--- src/rtl/bounded_list_store_top_macros.svh ---
// ----------------------------------------------------------------------------
// Bounded list store assertion macros
// Shared concurrent assertion forms for the list store RTL.
// ----------------------------------------------------------------------------
`ifndef BOUNDED_LIST_STORE_TOP_MACROS_SVH
`define BOUNDED_LIST_STORE_TOP_MACROS_SVH

`ifndef SYNTHESIS

`define BLS_ASSERT(lbl, expr, msg) \
  lbl: assert property (@(posedge clk) disable iff (rst) expr) else $error(msg);

`define BLS_NEVER(lbl, expr, msg) \
  lbl: assert property (@(posedge clk) disable iff (rst) !(expr)) else $error(msg);

`else

`define BLS_ASSERT(lbl, expr, msg)

`define BLS_NEVER(lbl, expr, msg)

`endif

`endif

--- src/rtl/bls_pkg.sv ---
// ----------------------------------------------------------------------------
// Bounded list store package
// Sizes, operation and status codes, and shared types of the list store.
// ----------------------------------------------------------------------------
package bls_pkg;

  localparam int CAPACITY     = 32;
  localparam int RESULT_LIMIT = 32;

  localparam int CNT_W = $clog2(CAPACITY + 1);
  localparam int IDX_W = $clog2(CAPACITY);
  localparam int CMP_W = (CNT_W > 6) ? CNT_W : 6;

  localparam logic [CNT_W-1:0] CAP_CNT = CNT_W'(CAPACITY);
  localparam logic [CMP_W-1:0] RES_LIM = CMP_W'(RESULT_LIMIT);

  localparam logic [2:0] M_APPEND  = 3'd0;
  localparam logic [2:0] M_HEAD    = 3'd1;
  localparam logic [2:0] M_INSERT  = 3'd2;
  localparam logic [2:0] M_REMOVE  = 3'd3;
  localparam logic [2:0] M_REVERSE = 3'd4;
  localparam logic [2:0] M_DUMP    = 3'd5;

  localparam logic [1:0] ST_OK     = 2'd0;
  localparam logic [1:0] ST_BADPOS = 2'd1;
  localparam logic [1:0] ST_FULL   = 2'd2;
  localparam logic [1:0] ST_EMPTY  = 2'd3;

  localparam logic [1:0] CMD_HOLD = 2'd0;
  localparam logic [1:0] CMD_INS  = 2'd1;
  localparam logic [1:0] CMD_DEL  = 2'd2;
  localparam logic [1:0] CMD_ROT  = 2'd3;

  typedef struct packed {
    logic [1:0]       cmd;
    logic [IDX_W-1:0] pos;
  } cell_ctl_t;

  typedef struct packed {
    logic [1:0]  status;
    logic [31:0] element;
    logic        element_valid;
    logic        last;
  } res_t;

endpackage

--- src/rtl/bounded_list_store_top.sv ---
// Status results are written into the result queue in the cycle the item is accepted.
// Insert, append, head insert and head removal update the cell row without leaving idle.
// Reverse and dump rotate the cell row, one rotation per cycle while a dump
// is not stalled by a full result queue; dump emits the head at each rotation.
// Reset clears the element count, the control state and the result queue;
// element contents are not cleared.
// ----------------------------------------------------------------------------
// Bounded list store
// Ordered list of signed values kept in a row of cells, with insert, remove,
// reverse and dump operations and a two-entry result queue.
// ----------------------------------------------------------------------------
`include "bounded_list_store_top_macros.svh"

module bounded_list_store_top (
  input  logic               clk,
  input  logic               rst,
  input  logic               in_valid,
  output logic               in_ready,
  input  logic [2:0]         mode,
  input  logic [5:0]         position,
  input  logic signed [31:0] value,
  output logic               out_valid,
  input  logic               out_ready,
  output logic [1:0]         status,
  output logic signed [31:0] element,
  output logic               element_valid,
  output logic               last
);
  import bls_pkg::*;

  localparam logic [1:0] S_IDLE = 2'd0;
  localparam logic [1:0] S_REV  = 2'd1;
  localparam logic [1:0] S_DUMP = 2'd2;

  logic [1:0]       state, state_next;
  logic [CNT_W-1:0] count, count_next;
  logic [IDX_W-1:0] rp, rp_next;
  logic [CNT_W-1:0] dcnt, dcnt_next;

  res_t fifo [2];
  logic wptr, rptr;
  logic [1:0] fcnt;
  logic push, pop, space;
  res_t push_res;

  cell_ctl_t   ctl;
  logic [31:0] bcast;
  logic [31:0] cell_data [CAPACITY];
  logic [31:0] left_in [CAPACITY];
  logic [31:0] right_in [CAPACITY];
  logic [31:0] head;

  logic             accept;
  logic [CNT_W-1:0] cnt_m1;
  logic [IDX_W-1:0] last_idx;
  logic [CMP_W-1:0] count_ext, ins_pos_ext, dcnt_ext, lim_ext;
  logic             emit, advance;

  assign head      = cell_data[0];
  assign accept    = in_valid && in_ready;
  assign in_ready  = (state == S_IDLE) && (fcnt != 2'd2);
  assign pop       = out_valid && out_ready;
  assign space     = (fcnt != 2'd2) || pop;
  assign cnt_m1    = count - CNT_W'(1);
  assign last_idx  = cnt_m1[IDX_W-1:0];
  assign count_ext = CMP_W'(count);
  assign dcnt_ext  = CMP_W'(dcnt);
  assign lim_ext   = (count_ext > RES_LIM) ? RES_LIM : count_ext;
  assign emit      = dcnt_ext < RES_LIM;
  assign advance   = !emit || space;

  always_comb begin
    case (mode) inside
      M_APPEND: ins_pos_ext = count_ext;
      M_HEAD:   ins_pos_ext = '0;
      default:  ins_pos_ext = CMP_W'(position);
    endcase
  end

  always_comb begin
    ctl        = '{cmd: CMD_HOLD, pos: '0};
    bcast      = head;
    push       = 1'b0;
    push_res   = '{status: ST_OK, element: '0, element_valid: 1'b0, last: 1'b1};
    count_next = count;
    state_next = state;
    rp_next    = rp;
    dcnt_next  = dcnt;
    unique case (state)
      S_IDLE: begin
        if (accept) begin
          push = 1'b1;
          case (mode) inside
            M_APPEND, M_HEAD, M_INSERT: begin
              if (ins_pos_ext > count_ext) begin
                push_res.status = ST_BADPOS;
              end else if (count == CAP_CNT) begin
                push_res.status = ST_FULL;
              end else begin
                ctl        = '{cmd: CMD_INS, pos: ins_pos_ext[IDX_W-1:0]};
                bcast      = value;
                count_next = count + CNT_W'(1);
              end
            end
            M_REMOVE: begin
              if (count == '0) begin
                push_res.status = ST_EMPTY;
              end else begin
                ctl        = '{cmd: CMD_DEL, pos: '0};
                count_next = cnt_m1;
              end
            end
            M_REVERSE: begin
              if (count > CNT_W'(1)) begin
                state_next = S_REV;
                rp_next    = last_idx;
              end
            end
            M_DUMP: begin
              if (count == '0) begin
                push_res.status = ST_EMPTY;
              end else begin
                push       = 1'b0;
                state_next = S_DUMP;
                dcnt_next  = '0;
              end
            end
            default: ;
          endcase
        end
      end
      S_REV: begin
        ctl = '{cmd: CMD_ROT, pos: rp};
        if (rp == IDX_W'(1)) begin
          state_next = S_IDLE;
        end else begin
          rp_next = rp - IDX_W'(1);
        end
      end
      S_DUMP: begin
        if (advance) begin
          ctl = '{cmd: CMD_ROT, pos: last_idx};
          if (emit) begin
            push     = 1'b1;
            push_res = '{status: ST_OK, element: head, element_valid: 1'b1,
                         last: (dcnt_ext + CMP_W'(1)) == lim_ext};
          end
          if (dcnt == cnt_m1) begin
            state_next = S_IDLE;
          end else begin
            dcnt_next = dcnt + CNT_W'(1);
          end
        end
      end
      default: state_next = S_IDLE;
    endcase
  end

  for (genvar i = 0; i < CAPACITY; i++) begin : g_cell
    if (i == 0) begin : g_first
      assign left_in[i] = cell_data[i];
    end else begin : g_mid_l
      assign left_in[i] = cell_data[i-1];
    end
    if (i == CAPACITY - 1) begin : g_last
      assign right_in[i] = cell_data[i];
    end else begin : g_mid_r
      assign right_in[i] = cell_data[i+1];
    end
    bls_cell u_cell (
      .clk        (clk),
      .idx        (IDX_W'(i)),
      .ctl        (ctl),
      .left_data  (left_in[i]),
      .right_data (right_in[i]),
      .bcast      (bcast),
      .data       (cell_data[i])
    );
  end

  always_ff @(posedge clk) begin
    if (rst) begin
      state <= S_IDLE;
      count <= '0;
      fcnt  <= '0;
      wptr  <= 1'b0;
      rptr  <= 1'b0;
    end else begin
      state <= state_next;
      count <= count_next;
      if (push) begin
        wptr <= ~wptr;
      end
      if (pop) begin
        rptr <= ~rptr;
      end
      case ({push, pop})
        2'b10:   fcnt <= fcnt + 2'd1;
        2'b01:   fcnt <= fcnt - 2'd1;
        default: fcnt <= fcnt;
      endcase
    end
  end

  always_ff @(posedge clk) begin
    rp   <= rp_next;
    dcnt <= dcnt_next;
    if (push) begin
      fifo[wptr] <= push_res;
    end
  end

  assign out_valid     = fcnt != 2'd0;
  assign status        = fifo[rptr].status;
  assign element       = fifo[rptr].element;
  assign element_valid = fifo[rptr].element_valid;
  assign last          = fifo[rptr].last;

  `BLS_ASSERT(a_count_cap, count <= CAP_CNT, "Element count exceeds capacity.")
  `BLS_NEVER(a_queue_ovf, push && (fcnt == 2'd2) && !pop, "Result queue overflow.")
  `BLS_ASSERT(a_rev_count, (state == S_REV) |=> $stable(count), "Count changed in reverse.")
  `BLS_ASSERT(a_dump_start, (accept && (mode == M_DUMP) && (count != '0)) |=> (state == S_DUMP), "Dump did not start.")

endmodule

--- src/rtl/bls_cell.sv ---
// ----------------------------------------------------------------------------
// List store cell
// Holds one element and moves it to or from its neighbors on command.
// ----------------------------------------------------------------------------
module bls_cell (
  input  logic                    clk,
  input  logic [bls_pkg::IDX_W-1:0] idx,
  input  bls_pkg::cell_ctl_t      ctl,
  input  logic [31:0]             left_data,
  input  logic [31:0]             right_data,
  input  logic [31:0]             bcast,
  output logic [31:0]             data
);
  import bls_pkg::*;

  logic [31:0] data_next;

  always_comb begin
    data_next = data;
    unique case (ctl.cmd)
      CMD_HOLD: data_next = data;
      CMD_INS: begin
        if (idx > ctl.pos) begin
          data_next = left_data;
        end else if (idx == ctl.pos) begin
          data_next = bcast;
        end
      end
      CMD_DEL: data_next = right_data;
      CMD_ROT: begin
        if (idx < ctl.pos) begin
          data_next = right_data;
        end else if (idx == ctl.pos) begin
          data_next = bcast;
        end
      end
      default: data_next = data;
    endcase
  end

  always_ff @(posedge clk) begin
    data <= data_next;
  end

endmodule

--- config.mk ---
export PLATFORM = sky130hd
export DESIGN_NAME = bounded_list_store_top
export DESIGN_NICKNAME = d
export VERILOG_FILES = /design/src/rtl/bls_pkg.sv /design/src/rtl/bounded_list_store_top.sv /design/src/rtl/bls_cell.sv
export VERILOG_INCLUDE_DIRS = /design/src /design/src/rtl
export SDC_FILE = /design/constraint.sdc
export NUM_CORES = 2
export LEC_CHECK = 0
export BUFFER_PORTS_ARGS = -buffer_cell sky130_fd_sc_hd__buf_2
export CAP_MARGIN = 15
export CORE_UTILIZATION = 42
export CTS_BUF_LIST = sky130_fd_sc_hd__clkbuf_4
export DETAILED_ROUTE_END_ITERATION = 7
export SYNTH_ARGS = -nofsm -noshare
export SYNTH_HDL_FRONTEND = slang
export SYNTH_HIERARCHICAL = 1
export SYNTH_SLANG_ARGS = --single-unit
--- constraint.sdc ---
create_clock -name clk -period 12 [get_ports clk]
set_clock_uncertainty 0.05 [all_clocks]
set_input_delay 3.6 -clock clk [delete_from_list [all_inputs] [get_ports clk]]
set_output_delay 3.6 -clock clk [all_outputs]
set_load 0.02 [all_outputs]
**Yosys cells after proc, flatten, opt, wreduce, memory -nomap -nowiden**

Memory sizes are Yosys's and may differ from the RTL's. A register that Yosys moved wholly into a read port is not among the register bits.
Index checks and enable logic that the tools add are counted.

- $add $sub $neg: 6
- Order comparisons: 68
- Bitwise gates (word level): 4
- Mux-type cells: 202
- Reductions and logical operators: 24
- Equal/unequal tests: 69

Operator list:

| operator | number |
|---|---|
| 32-bit 2-to-1 mux | 101 |
| 32-bit one-hot mux with 3 select lines | 31 |
| 6-bit 2-to-1 mux | 18 |
| 34-bit 2-to-1 mux | 3 |
| 5-bit equality test (first input constant) | 16 |
| 5-bit > comparator (first input constant) | 16 |
| 5-bit < comparator (first input constant) | 16 |
| 32-bit one-hot mux with 2 select lines | 1 |
| 4-bit by 5-bit equality test with 1-bit output (first input constant) | 8 |
| 4-bit by 5-bit > comparator with 1-bit output (first input constant) | 8 |
| 4-bit by 5-bit < comparator with 1-bit output (first input constant) | 8 |
| 2-bit 2-to-1 mux | 18 |
| 7-bit 2-to-1 mux | 5 |
| 5-bit 2-to-1 mux | 6 |
| 2-bit inequality test (second input constant) | 15 |
| 7-bit one-hot mux with 3 select lines | 1 |
| 3-bit by 5-bit equality test with 1-bit output (first input constant) | 4 |
| 3-bit by 5-bit > comparator with 1-bit output (first input constant) | 4 |
| 3-bit by 5-bit < comparator with 1-bit output (first input constant) | 4 |
| 9-bit AND reduction | 2 |
| 6-bit by 1-bit adder with 6-bit output (second input constant) | 2 |
| 6-bit equality test | 2 |
| 1-bit 2-to-1 mux | 12 |
| 6-bit one-hot mux with 2 select lines | 1 |
| 42 further kinds | 71 |

- Bits in writable memories: 72
- Memories kept: 1
- Flip-flop bits (word level): 1047
- Word-level logic and storage cells: 413
- Output and inout bits: 38

Memory list:

| name | depth | bits a word | read ports | clocked after memory_dff | wr ports | line | RTL |
|---|---|---|---|---|---|---|---|
| fifo | 2 | 36 | 1 | 1 | 1 | bounded_list_store_top.sv:40 | `res_t fifo [2];` |

**Depth between registers and ports, before layout**

- Depth after elaboration: 12
- Mapped depth: 20
- Gate-level depth less buffers: 16

**Cells and area by module**

The synthesis kept the hierarchy.

Modules (own cells, without submodules):

| module | area each (um2) | instances | cells an instance |
|---|---|---|---|
| bls_cell (g_cell[19].u_cell ...) | 1940.6 | 22 | 167 |
| bls_cell (g_cell[0].u_cell ...) | 2048.2 | 10 | 164 |
| bounded_list_store_top | 5303.8 | 1 | 447 |

**Worst setup path before layout**

No wires, ideal clock.

- Kind: in2reg
- Start point: input mode[2]
- End point: register g_cell[20].u_cell.data[0], data pin
- Cell stages on the path: 18
- Setup time: 0.261 ns
- Data arrival time: 8.727 ns
- Path slack: 2.962 ns
- Required time: 11.689 ns
- Cells stage by stage: buf_2 > or2_2 > clkbuf_1 > o31ai_1 > ha_1 > a41o_1 > a21oi_1 > o2111a_4 > nand2_2 > buf_4 > o221ai_1 > ha_1 > nand3_1 > or2_1 > buf_4 > clkbuf_1 > mux2i_1 > o21ai_1

RTL lines:

| element | line | RTL |
|---|---|---|
| start, declared | bounded_list_store_top.sv:19 | `input logic [2:0] mode,` |
| end signal, assigned | bls_cell.sv:42 | `data <= data_next;` |
| end, declared | bls_cell.sv:12 | `output logic [31:0] data` |

==> impl_metrics.json <==
{
  "outcome": "completed",
  "hold_buffers": 0,
  "hp-class": "reg2reg",
  "stdcell_area_um2": 74750,
  "grt_max_degree": 42,
  "die_w_um": 405.8,
  "min_path_cells": 2,
  "dpl-instance-area_um2": 70790,
  "total_power_mw": 13.20,
  "drt_iter0_markers": 6266,
  "met3_length_um": 20190,
  "cp_slowest_cell": "or2_2",
  "gp_congestion": 0.8551,
  "met2_length_um": 105900,
  "dieArea_um2": 164700,
  "ant_nets": 0,
  "netlist_top_cells_area": "edfxtp_1 49%, mux2i_1 15%, a22oi_1 11%",
  "maxUsedRoutingLayer": "met4",
  "hp-start": "fcnt[1]$_SDFFE_PP0P_",
  "grt_first_pass_wirelength_um": 334800,
  "synth_top_area_share": 0.4854,
  "yosysWarnings": 6,
  "ys.flop_type": "edfxtp_1",
  "cts_num_sinks": 1120,
  "clkTransAtPathRegs_ns": 0.06,
  "setup_viol": 0,
  "synth_edf_count": 1107,
  "clock_path_buffers": 4,
  "ctsResizeCount": 0,
  "synth_area_leader_cell": "edfxtp_1",
  "dpl.hpwl_um": 145400,
  "clock_latency_ns": 1.36,
  "synth_area_um2": 68480,
  "setup_slack_ns": 3.309,
  "endpoint_kind": "flop",
  "criticalPathCategory": "in2reg",
  "critPathLaunchType": "input pin",
  "final_nets": 6237,
  "cts_setup_buffers": 0,
  "cp-startpoint": "mode[2]",
  "cts_made_buffers": 336,
  "min_to": "fcnt[1]$_SDFFE_PP0P_",
  "crit_fanout": 34,
  "ioPinCount": 83,
  "critPathMaxStageDelay_ns": 0.90,
  "start_util": 0.4250,
  "ctsRootBufferMaster": "clkbuf_4",
  "fmax_mhz": 115.1,
  "reg2reg_to": "g_cell[25].u_cell/data[25]$_DFFE_PP_",
  "crit_chain": "buf_2 -> or2_2 -> o31ai_1 -> ha_1 -> and4_1 -> and3_4 -> o2111a_4 -> nand2_2 -> o221ai_4 -> buf_4 -> ha_1 -> nand3_1 -> or2_2 -> o311a_4 -> or2_4 -> o21ai_1",
  "p_leak_nw": 28.98,
  "r2r_start": "count[2]$_SDFFE_PP0P_",
  "rsz0062_at_grt": "false",
  "r2r_setup_slack_ns": 5.19,
  "ys_types": 66,
  "drv_slew": 0,
  "core_um2": 161100,
  "h-tree-depth": 5,
  "areaGrowthSynthToFinish_pct": 9.156,
  "power_density_nw_per_um2": 176.6,
  "synthesis.instances": 5761,
  "totalWireLength_um": 226500,
  "tightest_slew_ns": 1.212,
  "cp_top_family": "simple AND/OR/NAND/NOR gates",
  "core.rowCount": 147,
  "r2r_cells": 15,
  "wl_met1_um": 93410,
  "wl_per_cell_um": 26.96,
  "antenna_found_initial": 2,
  "yosysSeqAreaShare": 0.4892,
  "placed_cells": 7841,
  "vias": 53001,
  "grt_pass1_vias": 51200,
  "vdd_drop_max_mv": 0.1045,
  "drive_above_1_share": 0.1960,
  "drc_errors": 0,
  "period_needed_ns": 8.691,
  "hold_viol": 0,
  "final.setup.tns_ns": 0,
  "arrival_ns": 9.66,
  "holdWs_ns": 0.4548,
  "synthArstFlopShare": 0,
  "critical_path_buf_inv_count": 2,
  "firstDrtPassIters": 6,
  "slew-limit-headroom": 0.1922,
  "grt.overflow.total": 0,
  "die_height_um": 405.8,
  "final_util": 0.4639,
  "io_buffers": 82,
  "avgSynthCellArea_um2": 11.89,
  "tritoncts": "yes",
  "ys_ff_latch": 1120,
  "viasPerCell": 6.309,
  "worst_ep_required_time_ns": 12.97,
  "period_share": 0.7243,
  "post-place-ws_ns": 2.010,
  "grtUsageTotal": 0.2667,
  "max_cap_viol_count": 0,
  "layout.cells.non_filler": 8401
}
-- cell usage after synthesis (48+ instances only) --
library cell and count:
mux2_2 69, ha_1 173, edfxtp_1 1107, mux2i_1 1026
nor2_1 48, a21oi_1 95, buf_6 96, o21ai_0 95
a22oi_1 1027, nand2_1 81, o21ai_2 300, buf_2 87
clkbuf_1 219, and2_1 57, inv_1 213, o21ai_1 660
-- worst max-delay path by stage --
| stage | cells after the start | slack (ns) | to |
|---|---|---|---|
| floorplan | 18 | 2.96 | g_cell[20].u_cell/data[0]$_DFFE_PP_ |
| global placement | 18 | 2.04 | g_cell[17].u_cell/data[26]$_DFFE_PP_ |
| detailed placement | 16 | 2.01 | g_cell[25].u_cell/data[12]$_DFFE_PP_ |
| CTS | 16 | 3.43 | g_cell[25].u_cell/data[12]$_DFFE_PP_ |
| global route | 18 | 2.97 | g_cell[17].u_cell/data[12]$_DFFE_PP_ |
| finish | 16 | 3.31 | g_cell[25].u_cell/data[25]$_DFFE_PP_ |
-- power breakdown --
| group | internal, mW | switching [mW] | total, mW |
|---|---|---|---|
| clock network | 1.86 | 1.74 | 3.60 |
| registers | 5.28 | 0.687 | 5.97 |
| logic | 1.30 | 2.33 | 3.63 |
-- cell usage in the layout, fill, tap and decap left out, drive strengths merged, types with 45 or more instances in the layout --
master	synthesis	routed
conb	2	160
a21oi	96	96
inv	213	219
or2	66	66
edfxtp	1107	1107
ha	173	173
clkbuf	229	488
nand3	45	45
and2	57	57
o21ai	1055	1055
buf	210	201
mux2i	1026	1026
mux2	69	69
nand2	82	82
nor2	58	58
a22oi	1027	1027
clkinv	1	61
-- per-layer routing --
| metal | track usage | vias up |
|---|---|---|
| met5 | 0 | - |
| met4 | 0.09560 | 0 |
| met2 | 0.4234 | 2672 |
| met1 | 0.3602 | 26415 |
| met3 | 0.05360 | 449 |
| li1 | - | 23465 |
-- worst register-to-register path, delay by kind of cell (launching register included) --
| kind | cells | cell delay (ns) |
|---|---|---|
| and+or+nand+nor | 6 | 2.62 |
| adders and majority gates | 2 | 0.61 |
| AOI/OAI and AO/OA | 5 | 2.00 |
| buffers and inverters | 2 | 0.70 |
| DFF | 1 | 0.54 |
-- logic make-up after synthesis --
| kind of cell | share of synthesized area |
|---|---|
| AND/OR/NAND/NOR | 0.03336 |
| buffers and inverters | 0.04952 |
| flip-flops | 0.4892 |
| AO/OA/AOI/OAI | 0.2322 |
| adder cells (fa/ha/maj) | 0.03161 |
| other | 0.0001097 |
| multiplexers | 0.1613 |
| XOR/XNOR | 0.002686 |
-- final cells by class --
type                       instances  area, um^2
multi-input combinational       4146       32470
clock buffer                     488        3664
tap                             2160        2703
timing repair buffer             201        1304
sequential                      1120       33500
clock inverter                    67       285.3
antenna                            5       12.51
inverter                         214       803.3
fill                           14832       86370
-- registers in the layout (all words and copies together) (netlist names), named ones only --
name / count
g_cell.u_cell/data: 1024
state: 2
rptr: 1
count: 6
fifo: 72
fcnt: 2
wptr: 1
rp: 5
dcnt: 6
(Power assumes the default switching activity.)
